## src/hw/rtl/ppm_frame_decoder_defines.svh

```systemverilog
// Assertion macros for the PPM frame decoder.
// No dependencies; included by modules that carry assertions.
`ifndef PPM_FRAME_DECODER_DEFINES_SVH
`define PPM_FRAME_DECODER_DEFINES_SVH

`ifndef SYNTH
// property must hold at every clock edge outside reset
`define PPMFD_ASSERT(label, clk, rst, prop) \
   label: assert property (@(posedge clk) disable iff (rst) prop) \
      else $error("ppm_frame_decoder: check failed");
// condition must never be seen outside reset
`define PPMFD_NEVER(label, clk, rst, cond) \
   label: assert property (@(posedge clk) disable iff (rst) !(cond)) \
      else $error("ppm_frame_decoder: forbidden condition seen");
`else
`define PPMFD_ASSERT(label, clk, rst, prop)
`define PPMFD_NEVER(label, clk, rst, cond)
`endif

`endif

```

## src/hw/rtl/ppmfd_pkg.sv

```systemverilog
// Shared types, constants and helpers for the PPM frame decoder.
// No dependencies.
package ppmfd_pkg;

   localparam int TIME_W  = 16;
   localparam int QUAL_W  = 8;
   localparam int CHIDX_W = 4;
   localparam int GRADE_W = 2;
   localparam int CSR_IDX_W = 2;

   localparam logic [QUAL_W-1:0] QUALITY_MAX  = 8'd200;
   localparam logic [QUAL_W-1:0] QUALITY_STEP = 8'd4;
   localparam logic [QUAL_W-1:0] GRADE_GOOD_Q = 8'd160;
   localparam logic [QUAL_W-1:0] GRADE_OK_Q   = 8'd140;
   localparam logic [QUAL_W-1:0] GRADE_BAD_Q  = 8'd120;

   localparam logic [GRADE_W-1:0] GRADE_LOST = 2'd0;
   localparam logic [GRADE_W-1:0] GRADE_BAD  = 2'd1;
   localparam logic [GRADE_W-1:0] GRADE_OK   = 2'd2;
   localparam logic [GRADE_W-1:0] GRADE_GOOD = 2'd3;

   localparam logic KIND_EDGE = 1'b0;
   localparam logic KIND_TICK = 1'b1;

   localparam logic [CSR_IDX_W-1:0] REG_SYNC_GAP  = 2'd0;
   localparam logic [CSR_IDX_W-1:0] REG_MIN_WIDTH = 2'd1;
   localparam logic [CSR_IDX_W-1:0] REG_MAX_WIDTH = 2'd2;
   localparam logic [CSR_IDX_W-1:0] REG_CENTER    = 2'd3;

   localparam logic [TIME_W-1:0] SYNC_GAP_RST  = 16'd8750;
   localparam logic [TIME_W-1:0] MIN_WIDTH_RST = 16'd2000;
   localparam logic [TIME_W-1:0] MAX_WIDTH_RST = 16'd5500;
   localparam logic [TIME_W-1:0] CENTER_RST    = 16'd3750;

   typedef struct packed {
      logic [TIME_W-1:0] sync_gap;
      logic [TIME_W-1:0] min_width;
      logic [TIME_W-1:0] max_width;
      logic [TIME_W-1:0] center;
   } csr_type;

   // per-channel state held in one cell; raw of zero means empty
   typedef struct packed {
      logic [TIME_W-1:0] raw;
      logic [TIME_W-1:0] pos;
      logic [TIME_W-1:0] chg;
   } chan_type;

   function automatic logic [GRADE_W-1:0] grade_of(input logic [QUAL_W-1:0] q);
      logic [GRADE_W-1:0] g;
      priority if (q >= GRADE_GOOD_Q) g = GRADE_GOOD;
      else if (q >= GRADE_OK_Q)       g = GRADE_OK;
      else if (q >= GRADE_BAD_Q)      g = GRADE_BAD;
      else                            g = GRADE_LOST;
      return g;
   endfunction

endpackage

```

## src/hw/rtl/ppmfd_cell.sv

```systemverilog
// One channel cell of the decoder ring: raw width, position and change.
// Depends on ppmfd_pkg.
module ppmfd_cell (
   input  logic                     clock,
   input  logic                     reset,
   input  logic                     shift_en,
   input  logic                     load_en,
   input  logic [ppmfd_pkg::TIME_W-1:0] load_raw,
   input  ppmfd_pkg::chan_type      nbr_in,
   output ppmfd_pkg::chan_type      chan_out
);

   ppmfd_pkg::chan_type chan_ff, chan_in;

   always_comb begin
      chan_in = chan_ff;
      if (shift_en) begin
         chan_in = nbr_in;
      end else if (load_en) begin
         chan_in.raw = load_raw;
      end
   end

   always_ff @(posedge clock) begin
      if (reset) begin
         chan_ff <= '0;
      end else begin
         chan_ff <= chan_in;
      end
   end

   assign chan_out = chan_ff;

endmodule

```

## src/hw/rtl/ppmfd_proc.sv

```systemverilog
// Head-of-ring update: consumes a channel's raw width and, if it is in range, refreshes position.
// Depends on ppmfd_pkg.
module ppmfd_proc (
   input  ppmfd_pkg::chan_type head_in,
   input  ppmfd_pkg::csr_type  csr,
   output ppmfd_pkg::chan_type head_out,
   output logic                updated
);

   logic                         in_range;
   logic [ppmfd_pkg::TIME_W-1:0] new_pos;

   always_comb begin
      in_range = (head_in.raw >= csr.min_width) && (head_in.raw < csr.max_width);
      updated  = (head_in.raw != '0) && in_range;
      new_pos  = head_in.raw - csr.center;
      head_out = head_in;
      head_out.raw = '0;
      if (updated) begin
         head_out.pos = new_pos;
         head_out.chg = new_pos - head_in.pos;
      end
   end

endmodule

```

## src/hw/rtl/ppm_frame_decoder.sv

```systemverilog
// PPM frame decoder: edge capture in, one result per channel on each tick.
// req_* carries a transaction of kind (0 capture edge, 1 processing tick)
// and capture_time. An edge is absorbed in the cycle it is accepted and
// gives no result. A tick lowers link quality and then rotates the ring of
// NUM_CHANNELS channel cells once round, one channel per cycle unless the
// output stalls: the cell at the head is updated and re-enters at the tail,
// and its result goes to the rsp_* output register once the tick has set
// busy; the last carries rsp_last. req_stall is high while a tick is being
// walked. rsp_stall freezes the output register and the ring; nothing is
// dropped. csr_* writes the four timing registers; the user is to use it
// only while the block is idle, which the block itself does not enforce.
// Synchronous reset clears all channel state, edge time, channel count and
// link quality and restores register defaults.
// Depends on ppmfd_pkg, ppmfd_cell, ppmfd_proc and the defines header.
`include "ppm_frame_decoder_defines.svh"

module ppm_frame_decoder #(
   parameter int NUM_CHANNELS = 8
) (
   input  logic                                  clock,
   input  logic                                  reset,
   input  logic                                  req_valid,
   output logic                                  req_stall,
   input  logic                                  req_kind,
   input  logic [ppmfd_pkg::TIME_W-1:0]          req_capture_time,
   output logic                                  rsp_valid,
   input  logic                                  rsp_stall,
   output logic [ppmfd_pkg::CHIDX_W-1:0]         rsp_channel_index,
   output logic signed [ppmfd_pkg::TIME_W-1:0]   rsp_position,
   output logic signed [ppmfd_pkg::TIME_W-1:0]   rsp_change,
   output logic                                  rsp_updated,
   output logic [ppmfd_pkg::GRADE_W-1:0]         rsp_quality_grade,
   output logic                                  rsp_last,
   input  logic                                  csr_wr_en,
   input  logic [ppmfd_pkg::CSR_IDX_W-1:0]       csr_index,
   input  logic [ppmfd_pkg::TIME_W-1:0]          csr_wdata
);

   localparam int CNT_W = $clog2(NUM_CHANNELS + 1);
   localparam int IDX_W = (NUM_CHANNELS > 1) ? $clog2(NUM_CHANNELS) : 1;

   ppmfd_pkg::csr_type csr_ff, csr_in;

   logic [ppmfd_pkg::TIME_W-1:0] prev_edge_ff, prev_edge_in;
   logic [CNT_W-1:0]             next_ch_ff, next_ch_in;
   logic [ppmfd_pkg::QUAL_W-1:0] quality_ff, quality_in;
   logic                         busy_ff, busy_in;
   logic [IDX_W-1:0]             cnt_ff, cnt_in;
   logic                         rsp_valid_ff, rsp_valid_in;

   logic [ppmfd_pkg::CHIDX_W-1:0] rsp_idx_ff;
   logic [ppmfd_pkg::TIME_W-1:0]  rsp_pos_ff, rsp_chg_ff;
   logic                          rsp_upd_ff, rsp_last_ff;
   logic [ppmfd_pkg::GRADE_W-1:0] rsp_grade_ff;

   logic                         req_acc, edge_acc, tick_acc, store, sync_hit;
   logic                         advance, cnt_last, head_upd;
   logic [ppmfd_pkg::TIME_W-1:0] interval;

   ppmfd_pkg::chan_type cell_q [NUM_CHANNELS];
   ppmfd_pkg::chan_type head_nxt;

   // ---------------- control ----------------
   assign req_stall = busy_ff;
   assign req_acc   = req_valid & ~busy_ff;
   assign edge_acc  = req_acc & (req_kind == ppmfd_pkg::KIND_EDGE);
   assign tick_acc  = req_acc & (req_kind == ppmfd_pkg::KIND_TICK);
   assign interval  = req_capture_time - prev_edge_ff;
   assign sync_hit  = interval > csr_ff.sync_gap;
   assign store     = edge_acc & ~sync_hit & (next_ch_ff < CNT_W'(NUM_CHANNELS));
   assign advance   = busy_ff & (~rsp_valid_ff | ~rsp_stall);
   assign cnt_last  = cnt_ff == IDX_W'(NUM_CHANNELS - 1);

   always_comb begin
      csr_in = csr_ff;
      if (csr_wr_en) begin
         unique case (csr_index)
            ppmfd_pkg::REG_SYNC_GAP:  csr_in.sync_gap  = csr_wdata;
            ppmfd_pkg::REG_MIN_WIDTH: csr_in.min_width = csr_wdata;
            ppmfd_pkg::REG_MAX_WIDTH: csr_in.max_width = csr_wdata;
            ppmfd_pkg::REG_CENTER:    csr_in.center    = csr_wdata;
         endcase
      end
   end

   always_comb begin
      prev_edge_in = prev_edge_ff;
      next_ch_in   = next_ch_ff;
      quality_in   = quality_ff;
      busy_in      = busy_ff;
      cnt_in       = cnt_ff;
      if (edge_acc) begin
         prev_edge_in = req_capture_time;
         if (sync_hit) begin
            next_ch_in = '0;
         end else if (store) begin
            next_ch_in = next_ch_ff + CNT_W'(1);
            if (quality_ff <= ppmfd_pkg::QUALITY_MAX - ppmfd_pkg::QUALITY_STEP) begin
               quality_in = quality_ff + ppmfd_pkg::QUALITY_STEP;
            end else begin
               quality_in = ppmfd_pkg::QUALITY_MAX;
            end
         end
      end
      if (tick_acc) begin
         busy_in = 1'b1;
         cnt_in  = '0;
         if (quality_ff != '0) begin
            quality_in = quality_ff - 8'd1;
         end
      end else if (advance) begin
         cnt_in = cnt_ff + IDX_W'(1);
         if (cnt_last) begin
            busy_in = 1'b0;
         end
      end
   end

   always_comb begin
      rsp_valid_in = rsp_valid_ff;
      if (advance) begin
         rsp_valid_in = 1'b1;
      end else if (~rsp_stall) begin
         rsp_valid_in = 1'b0;
      end
   end

   always_ff @(posedge clock) begin
      if (reset) begin
         csr_ff.sync_gap  <= ppmfd_pkg::SYNC_GAP_RST;
         csr_ff.min_width <= ppmfd_pkg::MIN_WIDTH_RST;
         csr_ff.max_width <= ppmfd_pkg::MAX_WIDTH_RST;
         csr_ff.center    <= ppmfd_pkg::CENTER_RST;
         prev_edge_ff     <= '0;
         next_ch_ff       <= '0;
         quality_ff       <= '0;
         busy_ff          <= 1'b0;
         cnt_ff           <= '0;
         rsp_valid_ff     <= 1'b0;
      end else begin
         csr_ff       <= csr_in;
         prev_edge_ff <= prev_edge_in;
         next_ch_ff   <= next_ch_in;
         quality_ff   <= quality_in;
         busy_ff      <= busy_in;
         cnt_ff       <= cnt_in;
         rsp_valid_ff <= rsp_valid_in;
      end
   end

   // ---------------- channel ring ----------------
   // tail takes the updated head, so one full turn restores the alignment
   generate
      for (genvar i = 0; i < NUM_CHANNELS; i++) begin : g_cell
         ppmfd_pkg::chan_type nbr;
         if (i == NUM_CHANNELS - 1) begin : g_tail
            assign nbr = head_nxt;
         end else begin : g_mid
            assign nbr = cell_q[i+1];
         end
         ppmfd_cell u_cell (
            .clock    (clock),
            .reset    (reset),
            .shift_en (advance),
            .load_en  (store && (next_ch_ff == CNT_W'(i))),
            .load_raw (interval),
            .nbr_in   (nbr),
            .chan_out (cell_q[i])
         );
      end
   endgenerate

   ppmfd_proc u_proc (
      .head_in  (cell_q[0]),
      .csr      (csr_ff),
      .head_out (head_nxt),
      .updated  (head_upd)
   );

   // ---------------- result register ----------------
   always_ff @(posedge clock) begin
      if (advance) begin
         rsp_idx_ff   <= ppmfd_pkg::CHIDX_W'(cnt_ff);
         rsp_pos_ff   <= head_nxt.pos;
         rsp_chg_ff   <= head_nxt.chg;
         rsp_upd_ff   <= head_upd;
         rsp_grade_ff <= ppmfd_pkg::grade_of(quality_ff);
         rsp_last_ff  <= cnt_last;
      end
   end

   assign rsp_valid         = rsp_valid_ff;
   assign rsp_channel_index = rsp_idx_ff;
   assign rsp_position      = rsp_pos_ff;
   assign rsp_change        = rsp_chg_ff;
   assign rsp_updated       = rsp_upd_ff;
   assign rsp_quality_grade = rsp_grade_ff;
   assign rsp_last          = rsp_last_ff;

   // ---------------- checks ----------------
   `PPMFD_ASSERT(a_tick_starts_walk, clock, reset, tick_acc |=> busy_ff)
   `PPMFD_ASSERT(a_quality_frozen_in_walk, clock, reset, busy_ff |=> $stable(quality_ff))
   `PPMFD_ASSERT(a_rsp_held_on_stall, clock, reset, rsp_valid_ff && rsp_stall |=> rsp_valid_ff && $stable(rsp_idx_ff))
   `PPMFD_NEVER(a_channel_count_range, clock, reset, next_ch_ff > CNT_W'(NUM_CHANNELS))

endmodule
```

## config.mk

```make
export PLATFORM = sky130hd
export DESIGN_NAME = ppm_frame_decoder
export DESIGN_NICKNAME = d
export VERILOG_FILES = /design/src/hw/rtl/ppmfd_pkg.sv /design/src/hw/rtl/ppmfd_cell.sv /design/src/hw/rtl/ppmfd_proc.sv /design/src/hw/rtl/ppm_frame_decoder.sv
export VERILOG_INCLUDE_DIRS = /design/src /design/src/hw/rtl
export SDC_FILE = /design/constraint.sdc
export NUM_CORES = 1
export LEC_CHECK = 0
export BUFFER_PORTS_ARGS = -buffer_cell sky130_fd_sc_hd__clkbuf_2
export CAP_MARGIN = 30
export CORE_MARGIN = 2
export CORE_UTILIZATION = 34
export CTS_BUF_LIST = sky130_fd_sc_hd__clkbuf_8
export CTS_CLUSTER_SIZE = 30
export DETAILED_ROUTE_END_ITERATION = 8
export GPL_TIMING_DRIVEN = 0
export PLACE_DENSITY_LB_ADDON = 0.2
export SLEW_MARGIN = 20
export SYNTH_ARGS = -nofsm -noshare
export SYNTH_HDL_FRONTEND = slang
export SYNTH_SLANG_ARGS = --single-unit
```

## constraint.sdc

```tcl
create_clock -name clock -period 7.15 [get_ports clock]
set_input_delay 0 -clock clock [delete_from_list [all_inputs] [get_ports clock]]
set_output_delay 0 -clock clock [all_outputs]
set_load 0.02 [all_outputs]
```

==> results.json <==
{
  "outcome": "finished, final reports clean",
  "drive_above_1_share_pct": 10.7,
  "ys_ff_latch": 520,
  "synth-edff-count": 39,
  "power_mw": 7.23,
  "grt_overflow_total": 0,
  "cts_made_buffers": 90,
  "grt_pass1_wl_mm": 110,
  "fin_setup_tns_ps": 0,
  "cpMaxStageDelayCell": "xor2_1",
  "synthAdderAreaFrac_pct": 5.86,
  "skew_ps": 53.6,
  "die_y_um": 263,
  "path_cells": "ha_1, inv_1, fa_1, a21o_1, a31o_2, o311ai_1, a21boi_1, o21ai_1, a21oi_1, xor2_1, ha_1, a21o_1, a21oi_1, o21ai_2, o21ai_4, nand4_2, buf_2, mux2i_1, a211oi_1",
  "final_common_cell": "nand2_1",
  "max_freq_mhz": 186,
  "critPathTopFamily": "compound AO/OA/AOI/OAI gates",
  "finalNonFillerCells": 3841,
  "route.vias.total": 19800,
  "drt-total-wl_mm": 71.2,
  "antenna_found_initial": 1,
  "ir_drop_uv": 140,
  "nets": 3050,
  "dp.cells": 3633,
  "htreeDepth": 3,
  "syn_nets": 2829,
  "area_delta_synth_final_pct": 17.0,
  "finalSetupViolations": 0,
  "ctsResizeCount": 0,
  "path_buf_inv": 2,
  "insertion_delay_ps": 710,
  "cts.sinks": 520,
  "die_w_um": 263,
  "crit_arrival_ps": 6010,
  "cts_hold_buf": 44,
  "ioPinCount": 82,
  "finalCritPeriodShare_pct": 75.4,
  "routedWlPerCell_um": 18.5,
  "netlist-cell-type-count": 79,
  "ys.warnings.count": 0,
  "cpPeakStageDelay_ps": 700,
  "design_area_mm2": 0.0267,
  "worstPathMaxFanout": 10,
  "post_cts_buffers": 0,
  "placed_area_mm2": 0.0243,
  "syn-cell-area_mm2": 0.0228,
  "dpl.hpwl_mm": 52.4,
  "holdCritPathClass": "input port to flip-flop",
  "portBuffers": 79,
  "synth_xor_area_share_pct": 1.78,
  "slew_viol_final": 0,
  "path_class": "flip-flop to flip-flop",
  "first_pass_iters": 6,
  "post-route-min-period_ps": 5390,
  "grt_max_degree": 44,
  "place_congestion": 0.867,
  "cts_tree": "yes",
  "grt_pass1_vias": 19300,
  "via_per_inst": 5.16,
  "row_count": 94,
  "syn-instance-count": 2684,
  "dieArea_mm2": 0.0691,
  "final_cell_mix": "nand2_1, dfxtp_1, a21oi_1",
  "core-area_mm2": 0.0661,
  "maxCapViolCount": 0,
  "synth_compound_area_share_pct": 17.7,
  "cts_buffer_depth": 3,
  "startpoint_type": "flip-flop",
  "drcViolationCount": 0,
  "avgSynthCellArea_um2": 8.49,
  "clockRootBuffer": "clkbuf_8",
  "fillerInstances": 6745,
  "synth_top_family_by_area": "simple AND/OR/NAND/NOR gates",
  "slew_headroom_pct": 31.2,
  "endpoint_kind": "flip-flop",
  "power.density_mw_per_mm2": 271,
  "ant_nets": 0,
  "rsz0062_at_grt": "false",
  "drt_first_iter_violations": 1313,
  "yosys.area_share.simple_pct": 18.2,
  "hold_violations": 0,
  "max_slew.worst_pin.slew_ps": 1020,
  "ys_async_sr_fraction_pct": 0,
  "grtUsageTotal_pct": 20.3,
  "clk_pin_slew_ps": 60,
  "p_leak_nw": 10.5,
  "synthFlopType": "dfxtp_1",
  "start_util_pct": 34.5,
  "synth_mux_area_share_pct": 4.10,
  "worstPathRequired_ps": 7770,
  "ys_seq_area_share_pct": 47.4,
  "final_util_pct": 40.3
}
## final timing paths
| kind | startpoint | end | slack [ps] | depth (start not counted) |
|---|---|---|---|---|
| max | prev_edge_ff[0]$_SDFFE_PP0P_ | g_cell[3].u_cell.chan_out[44]$_SDFFE_PP0P_ | 1760 | 19 |
| min | req_capture_time[0] | prev_edge_ff[0]$_SDFFE_PP0P_ | 90 | 4 |
| max reg2reg | prev_edge_ff[0]$_SDFFE_PP0P_ | g_cell[3].u_cell.chan_out[44]$_SDFFE_PP0P_ | 1760 | 19 |
| min reg2reg | g_cell[4].u_cell.chan_out[13]$_SDFFE_PP0P_ | g_cell[3].u_cell.chan_out[13]$_SDFFE_PP0P_ | 420 | 2 |
## power breakdown
group | switching [mW] | internal [mW] | total, mW
clock | 1.29 | 1.51 | 2.80
combinational | 0.849 | 0.446 | 1.30
sequential | 0.0786 | 3.05 | 3.13
## synthesized netlist by cell type (8+ instances only)
library cell / n / area share, %
xor2_1: 15 / 0.58
o221a_2: 35 / 1.7
nand2_1: 650 / 11
mux2_2: 27 / 1.3
o22ai_1: 22 / 0.60
a31oi_1: 9 / 0.25
a21oi_1: 335 / 7.4
xnor2_1: 27 / 1.0
o21a_1: 14 / 0.46
o211ai_1: 38 / 1.3
dfxtp_1: 481 / 42
a211oi_1: 47 / 1.5
o21ai_0: 34 / 0.75
clkbuf_1: 153 / 2.5
buf_1: 9 / 0.15
a22oi_1: 21 / 0.69
nand3_1: 20 / 0.44
mux2i_1: 63 / 2.8
nor3_1: 24 / 0.53
nand4_1: 21 / 0.58
o21bai_1: 8 / 0.26
ha_1: 102 / 5.6
nor2b_1: 14 / 0.38
buf_2: 10 / 0.22
inv_1: 113 / 1.9
nor2_1: 203 / 3.3
nand2b_1: 14 / 0.38
edfxtp_1: 39 / 5.1
a41oi_1: 8 / 0.31
a21o_1: 23 / 0.76
## metrics by stage
| stage | hold WS (ps) | worst slack [ps] |
|---|---|---|
| 2_1_floorplan | 136 | 2970 |
| 3_3_place_gp | 234 | 1850 |
| 3_5_place_dp | 249 | 1810 |
| 4_1_cts | 42.5 | 1770 |
| 5_1_grt | 92.8 | 1570 |
| 6_report | 86.4 | 1760 |
## worst reg2reg max path: stages, from the launching register on
cell and delay, ps:
dfxtp_1 340, ha_1 180, inv_1 60, fa_1 390, a21o_1 190, a31o_2 250, o311ai_1 360, a21boi_1 140
o21ai_1 180, a21oi_1 110, xor2_1 700, ha_1 390, a21o_1 160, a21oi_1 180, o21ai_2 110, o21ai_4 350
nand4_2 430, buf_2 380, mux2i_1 160, a211oi_1 240
## state kept, by name, summed over array words and instances (netlist names)
name and cells:
csr_ff 64, rsp_channel_index 3, rsp_position 16, rsp_last 1, rsp_quality_grade 2, cnt_ff 3
req_stall 1, rsp_updated 1, rsp_change 16, prev_edge_ff 16, next_ch_ff 4, quality_ff 8
rsp_valid 1, g_cell.u_cell.chan_out 384
## per-layer routing
layer	GRT usage, %	vias up	part of all wire (%)
met5	0	-	0
met4	7.35	0	3.2
met3	3.07	140	4.6
met2	33.8	459	47
met1	26.6	9560	45
li1	-	9674	-
## cell type report
| class | count | area (um^2) | area share, % |
|---|---|---|---|
| inverters | 115 | 432 | 1.62 |
| clock buffers | 116 | 1600 | 5.99 |
| repair buffers | 129 | 906 | 3.40 |
| plain buffers | 177 | 703 | 2.64 |
| multi-input cells | 1872 | 10900 | 40.7 |
| diodes | 1 | 2.50 | 0.00939 |
| well taps | 864 | 1080 | 4.06 |
| clock inverters | 47 | 279 | 1.05 |
| flip-flops and latches | 520 | 10800 | 40.5 |
## logic make-up (layout without fill, tap and decap cells)
group / count (synthesis) / count (layout)
AO/OA/AOI/OAI: 637 / 637
XOR/XNOR: 44 / 44
adder cells (fa/ha/maj): 105 / 105
buffers and inverters: 292 / 584
flip-flops: 520 / 520
multiplexers: 90 / 90
other: 1 / 2
AND/OR/NAND/NOR: 995 / 995
Power figures use the tool's default switching activity.
